`src/sv/frld_pkg.sv`:
```
package frld_pkg;

    localparam int SAMPLE_W = 16;
    localparam int LEN_W    = 16;
    localparam int SUM_W    = 47;
    localparam int LEVEL_W  = 16;
    localparam int FRAC_W   = 16;
    localparam int EXP_W    = 6;
    localparam int LOG_W    = EXP_W + FRAC_W;
    localparam int OPA_W    = 31;
    localparam int OPB_W    = 32;
    localparam int PROD_W   = 64;
    localparam int STEP_W   = 5;

    localparam logic [LEN_W-1:0]   LEN_RESET       = 16'd2000;
    // 10*log10(2) in Q24
    localparam logic [OPA_W-1:0]   DB_PER_LOG2_Q24 = 31'd50504453;
    localparam logic [STEP_W-1:0]  SQR_STEPS       = 5'd8;
    localparam logic [STEP_W-1:0]  LOG_STEPS       = 5'd16;
    localparam logic [STEP_W-1:0]  K_STEPS         = 5'd11;
    localparam logic [STEP_W-1:0]  LOG_ROUNDS      = 5'd16;
    localparam logic [EXP_W-1:0]   EXP_TOP         = 6'd46;
    localparam logic [LEVEL_W-1:0] LEVEL_SILENT    = 16'h8000;

    typedef logic signed [SAMPLE_W-1:0] sample_t;
    typedef logic [LEN_W-1:0]           len_t;
    typedef logic signed [LEVEL_W-1:0]  level_t;
    typedef logic [SUM_W-1:0]           sum_t;
    typedef logic [LOG_W-1:0]           log_t;

endpackage

```
`src/sv/fragment_rms_level_db_core.sv`:
```
// Fragment RMS level meter.
// Input channel (in_valid/in_ready): one signed 16-bit sample per transfer,
// with end_of_stream marking the last sample of a stream; a partial
// fragment is dropped after it. Output channel (out_valid/out_ready): one
// level per completed fragment, signed Q7.8 dB relative to one sample LSB,
// with silent set and level_db = -32768 for an all-zero fragment.
// cfg_we/cfg_wdata write the fragment length (0 acts as 1); the user is
// to write it only while idle, as the block does not enforce this. Each
// sample passes a radix-4 serial squarer that feeds a 47-bit accumulator.
// At a fragment end the same serial multiplier computes log2 of the sum
// and of the count: a bit-serial normalize, then 16 squaring rounds, per
// operand; the dB scaling also runs on that multiplier.
// The output register holds a finished level while the receiver stalls;
// samples are still taken meanwhile, and the block waits only when a new
// level is ready and the old one has not been taken.
// Reset clears the sum and count, drops any pending result and sets the
// fragment length to 2000.
module fragment_rms_level_db_core (
    input  logic              clk,
    input  logic              rst_n,
    input  logic              cfg_we,
    input  frld_pkg::len_t    cfg_wdata,
    input  logic              in_valid,
    output logic              in_ready,
    input  frld_pkg::sample_t sample,
    input  logic              end_of_stream,
    output logic              out_valid,
    input  logic              out_ready,
    output frld_pkg::level_t  level_db,
    output logic              silent
);
    import frld_pkg::*;

    localparam logic [3:0] S_IDLE = 4'd0;
    localparam logic [3:0] S_SQR  = 4'd1;
    localparam logic [3:0] S_ACC  = 4'd2;
    localparam logic [3:0] S_CHK  = 4'd3;
    localparam logic [3:0] S_NORM = 4'd4;
    localparam logic [3:0] S_LSQ  = 4'd5;
    localparam logic [3:0] S_LUPD = 4'd6;
    localparam logic [3:0] S_KMUL = 4'd7;
    localparam logic [3:0] S_RND  = 4'd8;
    localparam logic [3:0] S_OUT  = 4'd9;

    logic [3:0]         state_reg, state_next;
    logic [LEN_W-1:0]   spf_reg;
    sum_t               sum_reg, sum_next;
    logic [LEN_W-1:0]   cnt_reg, cnt_next;
    logic               eos_reg, eos_next;
    logic               out_valid_reg, out_valid_next;
    logic [STEP_W-1:0]  step_reg, step_next;
    logic [STEP_W-1:0]  round_reg, round_next;
    logic               which_reg, which_next;

    logic [OPA_W-1:0]   a_reg, a_next;
    logic [OPB_W-1:0]   b_reg, b_next;
    logic [PROD_W-1:0]  p_reg, p_next;
    sum_t               n_reg, n_next;
    logic [EXP_W-1:0]   e_reg, e_next;
    logic [FRAC_W-1:0]  frac_reg, frac_next;
    log_t               logs_reg, logs_next;
    logic               neg_reg, neg_next;
    level_t             res_level_reg, res_level_next;
    logic               res_silent_reg, res_silent_next;
    level_t             level_reg, level_next;
    logic               silent_reg, silent_next;

    logic [SAMPLE_W-1:0] mag;
    logic [OPA_W+1:0]    pp;
    logic [PROD_W-1:0]   p_step;
    logic [LEN_W-1:0]    len;
    logic [OPB_W-1:0]    mm;
    logic                fbit;
    logic [OPA_W-1:0]    m_new;
    logic [FRAC_W-1:0]   frac_new;
    log_t                log_cur;
    logic [LOG_W:0]      d;
    log_t                dmag;
    logic [48:0]         rsum;
    logic [16:0]         q;
    logic [14:0]         qc;
    logic                out_free;

    assign mag      = sample[SAMPLE_W-1] ? SAMPLE_W'(~sample + 1'b1) : SAMPLE_W'(sample);
    assign len      = (spf_reg == '0) ? LEN_W'(1) : spf_reg;
    assign out_free = !out_valid_reg || out_ready;

    // radix-4 digit times multiplicand, MSB first
    always_comb
    begin
        case (b_reg[OPB_W-1:OPB_W-2])
            2'd0:    pp = '0;
            2'd1:    pp = {2'b00, a_reg};
            2'd2:    pp = {1'b0, a_reg, 1'b0};
            2'd3:    pp = {2'b00, a_reg} + {1'b0, a_reg, 1'b0};
            default: pp = '0;
        endcase
    end

    assign p_step   = {p_reg[PROD_W-3:0], 2'b00} + PROD_W'(pp);

    assign mm       = p_reg[61:30];
    assign fbit     = mm[OPB_W-1];
    assign m_new    = fbit ? mm[OPB_W-1:1] : mm[OPA_W-1:0];
    assign frac_new = {frac_reg[FRAC_W-2:0], fbit};
    assign log_cur  = {e_reg, frac_new};
    assign d        = {1'b0, logs_reg} - {1'b0, log_cur};
    assign dmag     = d[LOG_W] ? LOG_W'(~d + 1'b1) : d[LOG_W-1:0];

    assign rsum     = {1'b0, p_reg[47:0]} + 49'h0_0000_8000_0000;
    assign q        = rsum[48:32];
    assign qc       = (q > 17'd32767) ? 15'h7FFF : q[14:0];

    always_comb
    begin
        state_next      = state_reg;
        sum_next        = sum_reg;
        cnt_next        = cnt_reg;
        eos_next        = eos_reg;
        out_valid_next  = out_valid_reg && !out_ready;
        step_next       = step_reg;
        round_next      = round_reg;
        which_next      = which_reg;
        a_next          = a_reg;
        b_next          = b_reg;
        p_next          = p_reg;
        n_next          = n_reg;
        e_next          = e_reg;
        frac_next       = frac_reg;
        logs_next       = logs_reg;
        neg_next        = neg_reg;
        res_level_next  = res_level_reg;
        res_silent_next = res_silent_reg;
        level_next      = level_reg;
        silent_next     = silent_reg;

        case (state_reg)
            S_IDLE:
            begin
                if (in_valid)
                begin
                    eos_next   = end_of_stream;
                    a_next     = OPA_W'(mag);
                    b_next     = {mag, {(OPB_W-SAMPLE_W){1'b0}}};
                    p_next     = '0;
                    step_next  = SQR_STEPS;
                    state_next = S_SQR;
                end
            end
            S_SQR, S_LSQ, S_KMUL:
            begin
                p_next    = p_step;
                b_next    = {b_reg[OPB_W-3:0], 2'b00};
                step_next = step_reg - 1'b1;
                if (step_reg == STEP_W'(1))
                begin
                    case (state_reg)
                        S_SQR:   state_next = S_ACC;
                        S_LSQ:   state_next = S_LUPD;
                        default: state_next = S_RND;
                    endcase
                end
            end
            S_ACC:
            begin
                sum_next   = sum_reg + p_reg[SUM_W-1:0];
                cnt_next   = cnt_reg + 1'b1;
                state_next = S_CHK;
            end
            S_CHK:
            begin
                if (cnt_reg >= len)
                begin
                    if (sum_reg == '0)
                    begin
                        res_level_next  = LEVEL_SILENT;
                        res_silent_next = 1'b1;
                        state_next      = S_OUT;
                    end
                    else
                    begin
                        n_next     = sum_reg;
                        e_next     = EXP_TOP;
                        which_next = 1'b0;
                        state_next = S_NORM;
                    end
                end
                else
                begin
                    if (eos_reg)
                    begin
                        sum_next = '0;
                        cnt_next = '0;
                    end
                    state_next = S_IDLE;
                end
            end
            S_NORM:
            begin
                if (n_reg[SUM_W-1])
                begin
                    a_next     = n_reg[SUM_W-1:SUM_W-OPA_W];
                    b_next     = {1'b0, n_reg[SUM_W-1:SUM_W-OPA_W]};
                    p_next     = '0;
                    step_next  = LOG_STEPS;
                    round_next = LOG_ROUNDS;
                    frac_next  = '0;
                    state_next = S_LSQ;
                end
                else
                begin
                    n_next = {n_reg[SUM_W-2:0], 1'b0};
                    e_next = e_reg - 1'b1;
                end
            end
            S_LUPD:
            begin
                frac_next = frac_new;
                if (round_reg == STEP_W'(1))
                begin
                    if (!which_reg)
                    begin
                        logs_next  = log_cur;
                        n_next     = SUM_W'(cnt_reg);
                        e_next     = EXP_TOP;
                        which_next = 1'b1;
                        state_next = S_NORM;
                    end
                    else
                    begin
                        neg_next   = d[LOG_W];
                        a_next     = DB_PER_LOG2_Q24;
                        b_next     = {dmag, {(OPB_W-LOG_W){1'b0}}};
                        p_next     = '0;
                        step_next  = K_STEPS;
                        state_next = S_KMUL;
                    end
                end
                else
                begin
                    round_next = round_reg - 1'b1;
                    a_next     = m_new;
                    b_next     = {1'b0, m_new};
                    p_next     = '0;
                    step_next  = LOG_STEPS;
                    state_next = S_LSQ;
                end
            end
            S_RND:
            begin
                res_level_next  = neg_reg ? LEVEL_W'(~{1'b0, qc} + 1'b1) : LEVEL_W'({1'b0, qc});
                res_silent_next = 1'b0;
                state_next      = S_OUT;
            end
            S_OUT:
            begin
                if (out_free)
                begin
                    level_next     = res_level_reg;
                    silent_next    = res_silent_reg;
                    out_valid_next = 1'b1;
                    sum_next       = '0;
                    cnt_next       = '0;
                    state_next     = S_IDLE;
                end
            end
            default:
            begin
                state_next = S_IDLE;
            end
        endcase
    end

    always_ff @(posedge clk or negedge rst_n)
    begin
        if (!rst_n)
        begin
            state_reg     <= S_IDLE;
            spf_reg       <= LEN_RESET;
            sum_reg       <= '0;
            cnt_reg       <= '0;
            eos_reg       <= 1'b0;
            out_valid_reg <= 1'b0;
            step_reg      <= '0;
            round_reg     <= '0;
            which_reg     <= 1'b0;
        end
        else
        begin
            state_reg     <= state_next;
            if (cfg_we)
            begin
                spf_reg <= cfg_wdata;
            end
            sum_reg       <= sum_next;
            cnt_reg       <= cnt_next;
            eos_reg       <= eos_next;
            out_valid_reg <= out_valid_next;
            step_reg      <= step_next;
            round_reg     <= round_next;
            which_reg     <= which_next;
        end
    end

    always_ff @(posedge clk)
    begin
        a_reg          <= a_next;
        b_reg          <= b_next;
        p_reg          <= p_next;
        n_reg          <= n_next;
        e_reg          <= e_next;
        frac_reg       <= frac_next;
        logs_reg       <= logs_next;
        neg_reg        <= neg_next;
        res_level_reg  <= res_level_next;
        res_silent_reg <= res_silent_next;
        level_reg      <= level_next;
        silent_reg     <= silent_next;
    end

    assign in_ready  = (state_reg == S_IDLE);
    assign out_valid = out_valid_reg;
    assign level_db  = level_reg;
    assign silent    = silent_reg;

    a_silent_code: assert property (@(posedge clk) disable iff (!rst_n)
        (out_valid && silent) |-> (level_db == LEVEL_SILENT))
        else $error("silent result without minimum code");

    a_busy_after_take: assert property (@(posedge clk) disable iff (!rst_n)
        (in_valid && in_ready) |=> !in_ready)
        else $error("second sample taken while squaring");

    a_result_clears: assert property (@(posedge clk) disable iff (!rst_n)
        (state_reg == S_OUT && out_free) |=>
            (out_valid && sum_reg == '0 && cnt_reg == '0))
        else $error("fragment state not cleared on result");

    a_log_normalized: assert property (@(posedge clk) disable iff (!rst_n)
        (state_reg == S_LSQ) |-> a_reg[OPA_W-1])
        else $error("log mantissa lost normalization");

endmodule

```
`config.mk`:
```
export PLATFORM = sky130hd
export DESIGN_NAME = fragment_rms_level_db_core
export DESIGN_NICKNAME = d
export VERILOG_FILES = /design/src/sv/frld_pkg.sv /design/src/sv/fragment_rms_level_db_core.sv
export SDC_FILE = /design/constraint.sdc
export NUM_CORES = 1
export LEC_CHECK = 0
export ABC_AREA = 1
export ABC_CLOCK_PERIOD_IN_PS = 4900
export BUFFER_PORTS_ARGS = -buffer_cell sky130_fd_sc_hd__buf_2
export CAP_MARGIN = 20
export CORE_MARGIN = 4
export CORE_UTILIZATION = 35
export DETAILED_ROUTE_END_ITERATION = 7
export SYNTH_ARGS = -nofsm -noshare
export SYNTH_HDL_FRONTEND = slang
export SYNTH_SLANG_ARGS = --single-unit
```
`constraint.sdc`:
```
create_clock -name clk -period 4.9 [get_ports clk]
set_input_delay 0.245 -clock clk [delete_from_list [all_inputs] [get_ports clk]]
set_output_delay 0.245 -clock clk [all_outputs]
set_load 0.01 [all_outputs]
```
==> results.toml <==
[placement]
dp_hpwl_mm = 67.1
port_buffers = 56
place.gp.congestion = 0.977

[setup_path]
slowest_delay_ns = 0.65
critPathKind = "reg -> reg"
required_ns = 5.22
crit_fanout = 5
crit_family = "compound AO/OA/AOI/OAI gates"
arrival_ns = 4.92
path_cells = "ha_1, inv_1, fa_1, o21ai_2, nand2_1, nand2_1, a21oi_1, inv_1, nand2_1, nand2_1, a21o_1, nand2_1, o21ai_1, nand2_1, nand2_1, o21bai_1, ha_1, nand2_1, nor2_1, nand4_1, o21ai_0, a21oi_1, o21ai_0, a21oi_1"
cpMostUsedCell = "nand2_1"
critPathLaunch = "a_reg[1]$_DFFE_PP_"
rr_startpoint = "a_reg[1]$_DFFE_PP_"
critical_path.n_buffers_inverters = 2
crit_path_top_delay_cell = "o21ai_0"
critical_path.startpoint_type = "flip-flop"
critPathCaptureType = "flip-flop"

[outcome]
status = "completed"

[clock_tree]
cts-root-buf = "clkbuf_16"
clk_latency_ns = 0.57
cts_tree = "yes"
clk_pin_slew_ns = 0.06
cts.htree.levels = 2
clock_path_buffers = 3
cts_made_buffers = 39
clock-sinks = 346

[final_layout]
multiInputGateArea_sq_um = 13600
nFillCells = 7419
drive_gt1_share_pct = 7.53
final_cell_mix = "nand2_1 (807), inv_1 (427), nor2_1 (322)"
final_common_cell = "nand2_1"
regArea_sq_um = 9920
fin_util_pct = 39.8
diodes = 0
largest_reg_flops = 62
syn_to_final_growth_pct = 12.2
finalNetCount = 3661

[detailed_routing]
drcViolationCount = 0
wl_per_cell_um = 19.4
num_vias = 23901
drt-total-wl_mm = 86.1
drt_pass1_iterations = 6
vias_per_cell = 5.38
drt-initial-drc-count = 2427
antenna_left = 0

[synth]
yosys.area.top_type = "edfxtp_1"
ys_types = 69
syn_avg_cell_area_sq_um = 7.52
seq_area_frac_synth_pct = 39.0
synth_area_leaders = "edfxtp_1 (30%), nand2_1 (12%), dfrtp_1 (8.9%), ha_1 (7.7%), inv_1 (6.3%)"
synth_area_sq_um = 25400
synth.net_count = 3578
ys.flop_type = "edfxtp_1"
synth-seq-cells = 346
synth_top_cell_area_share_pct = 29.5
synth_edf_count = 250
ys_warn_count = 0
async_flop_share_pct = 27.7
postSynthCellCount = 3380

[timing]
rsz0062_at_grt = "no"
finalCriticalPeriod_ns = 4.61
max_slew.worst_pin.slew_ns = 1.21
period_share_pct = 94.0
hold_slack_ns = 0.0497
fin_setup_tns_ns = 0
max_slew_margin_pct = 18.3
timing.fmax_mhz = 217
skew_ns = 0.0239
setup_violations = 0
finalHoldViolations = 0
slew_violations = 0

[floorplanning]
io_pins = 57
fp.dieArea_sq_um = 77000
start_util_pct = 35.4
die_height_um = 278
core_region_area_sq_um = 71700
die_x_um = 278
rows = 98

[global_routing]
grt_pass1_wl_mm = 132
grt_pass1_vias = 22546
antenna_found_initial = 4
grt_use_total_pct = 21.6
grt.overflow.total = 0
grt_max_degree = 81

[worst_hold_path]
min_from = "sample[0]"
min_path_type = "in -> reg"

[job]
cap_viol_max_count = 0

[pwr]
ir_worst_vdd_mv = 0.248
leakagePower_uw = 0.0119
finalPower_uw = 6380
powerDensity_nw_per_um2 = 223
## power by group
| part | leakage [uW] | switching, uW | internal, uW |
|---|---|---|---|
| Sequential | 0.00326 | 2.89 | 3130 |
| Clock | 0.000651 | 1300 | 1780 |
| Combinational | 0.00801 | 116 | 53.3 |
| Total | 0.0119 | 1420 | 4960 |
## worst paths after layout
path / slack (ns) / cells after the start / end
worst max-delay path: 0.29 / 24 / p_reg[30]$_SDFFCE_PP0P_
worst min-delay path: 0.05 / 3 / b_reg[16]$_DFFE_PP_
worst max register to register: 0.29 / 24 / p_reg[30]$_SDFFCE_PP0P_
worst min register to register: 0.42 / 0 / level_db[5]$_DFFE_PP_
max in group asynchronous: 3.51 / 3 / sum_reg[18]$_DFFE_PN0P_
min in group asynchronous: 0.32 / 2 / spf_reg[11]$_DFFE_PN0P_
## synth_stat cells, drive strengths merged (24+ instances only)
cell and instances:
o22ai 26, a21oi 269, ha 156, nand3 155
nor3 55, inv 441, edfxtp 250, o21ai 309
nor2 353, nand2 822, a31oi 33, clkbuf 59
nor4 25, xor2 65, o211ai 24, dfrtp 90
nand4 52
## layer usage
metal | wire, um | share of wire (%) | vias up | global-route usage [%]
met4 | 2950 | 3.4 | 0 | 6.84
met2 | 39000 | 45 | 803 | 35.3
li1 | - | - | 11665 | -
met5 | 0 | 0 | - | 0
met1 | 38100 | 44 | 11314 | 29.8
met3 | 6080 | 7.1 | 119 | 2.71
## logic make-up after synthesis
logic type	after synthesis	share of synthesized area (%)
multiplexers	1	0.0394
flip-flops	346	39.0
AND/OR/NAND/NOR	1489	25.0
adder cells (fa/ha/maj)	160	7.99
AO/OA/AOI/OAI	776	17.2
buffers and inverters	523	7.87
XOR/XNOR	85	2.93
## worst register-to-register path, cell delays in order, from the launching register on
cell	delay (ns)
edfxtp_1	0.38
ha_1	0.18
inv_1	0.05
fa_1	0.42
o21ai_2	0.19
nand2_1	0.07
nand2_1	0.09
a21oi_1	0.09
inv_1	0.10
nand2_1	0.05
nand2_1	0.13
a21o_1	0.16
nand2_1	0.08
o21ai_1	0.20
nand2_1	0.07
nand2_1	0.06
o21bai_1	0.09
ha_1	0.37
nand2_1	0.12
nor2_1	0.22
nand4_1	0.11
o21ai_0	0.65
a21oi_1	0.19
o21ai_0	0.22
a21oi_1	0.07
## metrics by stage
stage / std cells / area (sq um) / worst slack, ns
2_1_floorplan: 3380 / 25400 / 0.428
3_3_place_gp: 4347 / 26900 / 0.150
3_5_place_dp: 4347 / 26900 / -0.0149
4_1_cts: 4439 / 28400 / 0.0740
5_1_grt: 4444 / 28500 / 0.0117
6_report: 4444 / 28500 / 0.292
## cell type report
class	count	share of cell area (%)
flip-flops and latches	346	34.7
clock buffers	53	3.93
inverters	448	5.90
multi-input cells	2511	47.8
well taps	950	4.16
repair buffers	117	2.81
clock inverters	19	0.679
## what timing repair did
item / in CTS / in global routing
resized for setup: 1 / 22
cloned: 0 / 0
endpoints found under the setup margin: 1 / 26
pin swaps: 0 / 2
buffers inserted: 0 / 5
endpoints found under the hold margin: 79 / 0
hold buffers: 20 / 0
(Power assumes the default switching activity.)
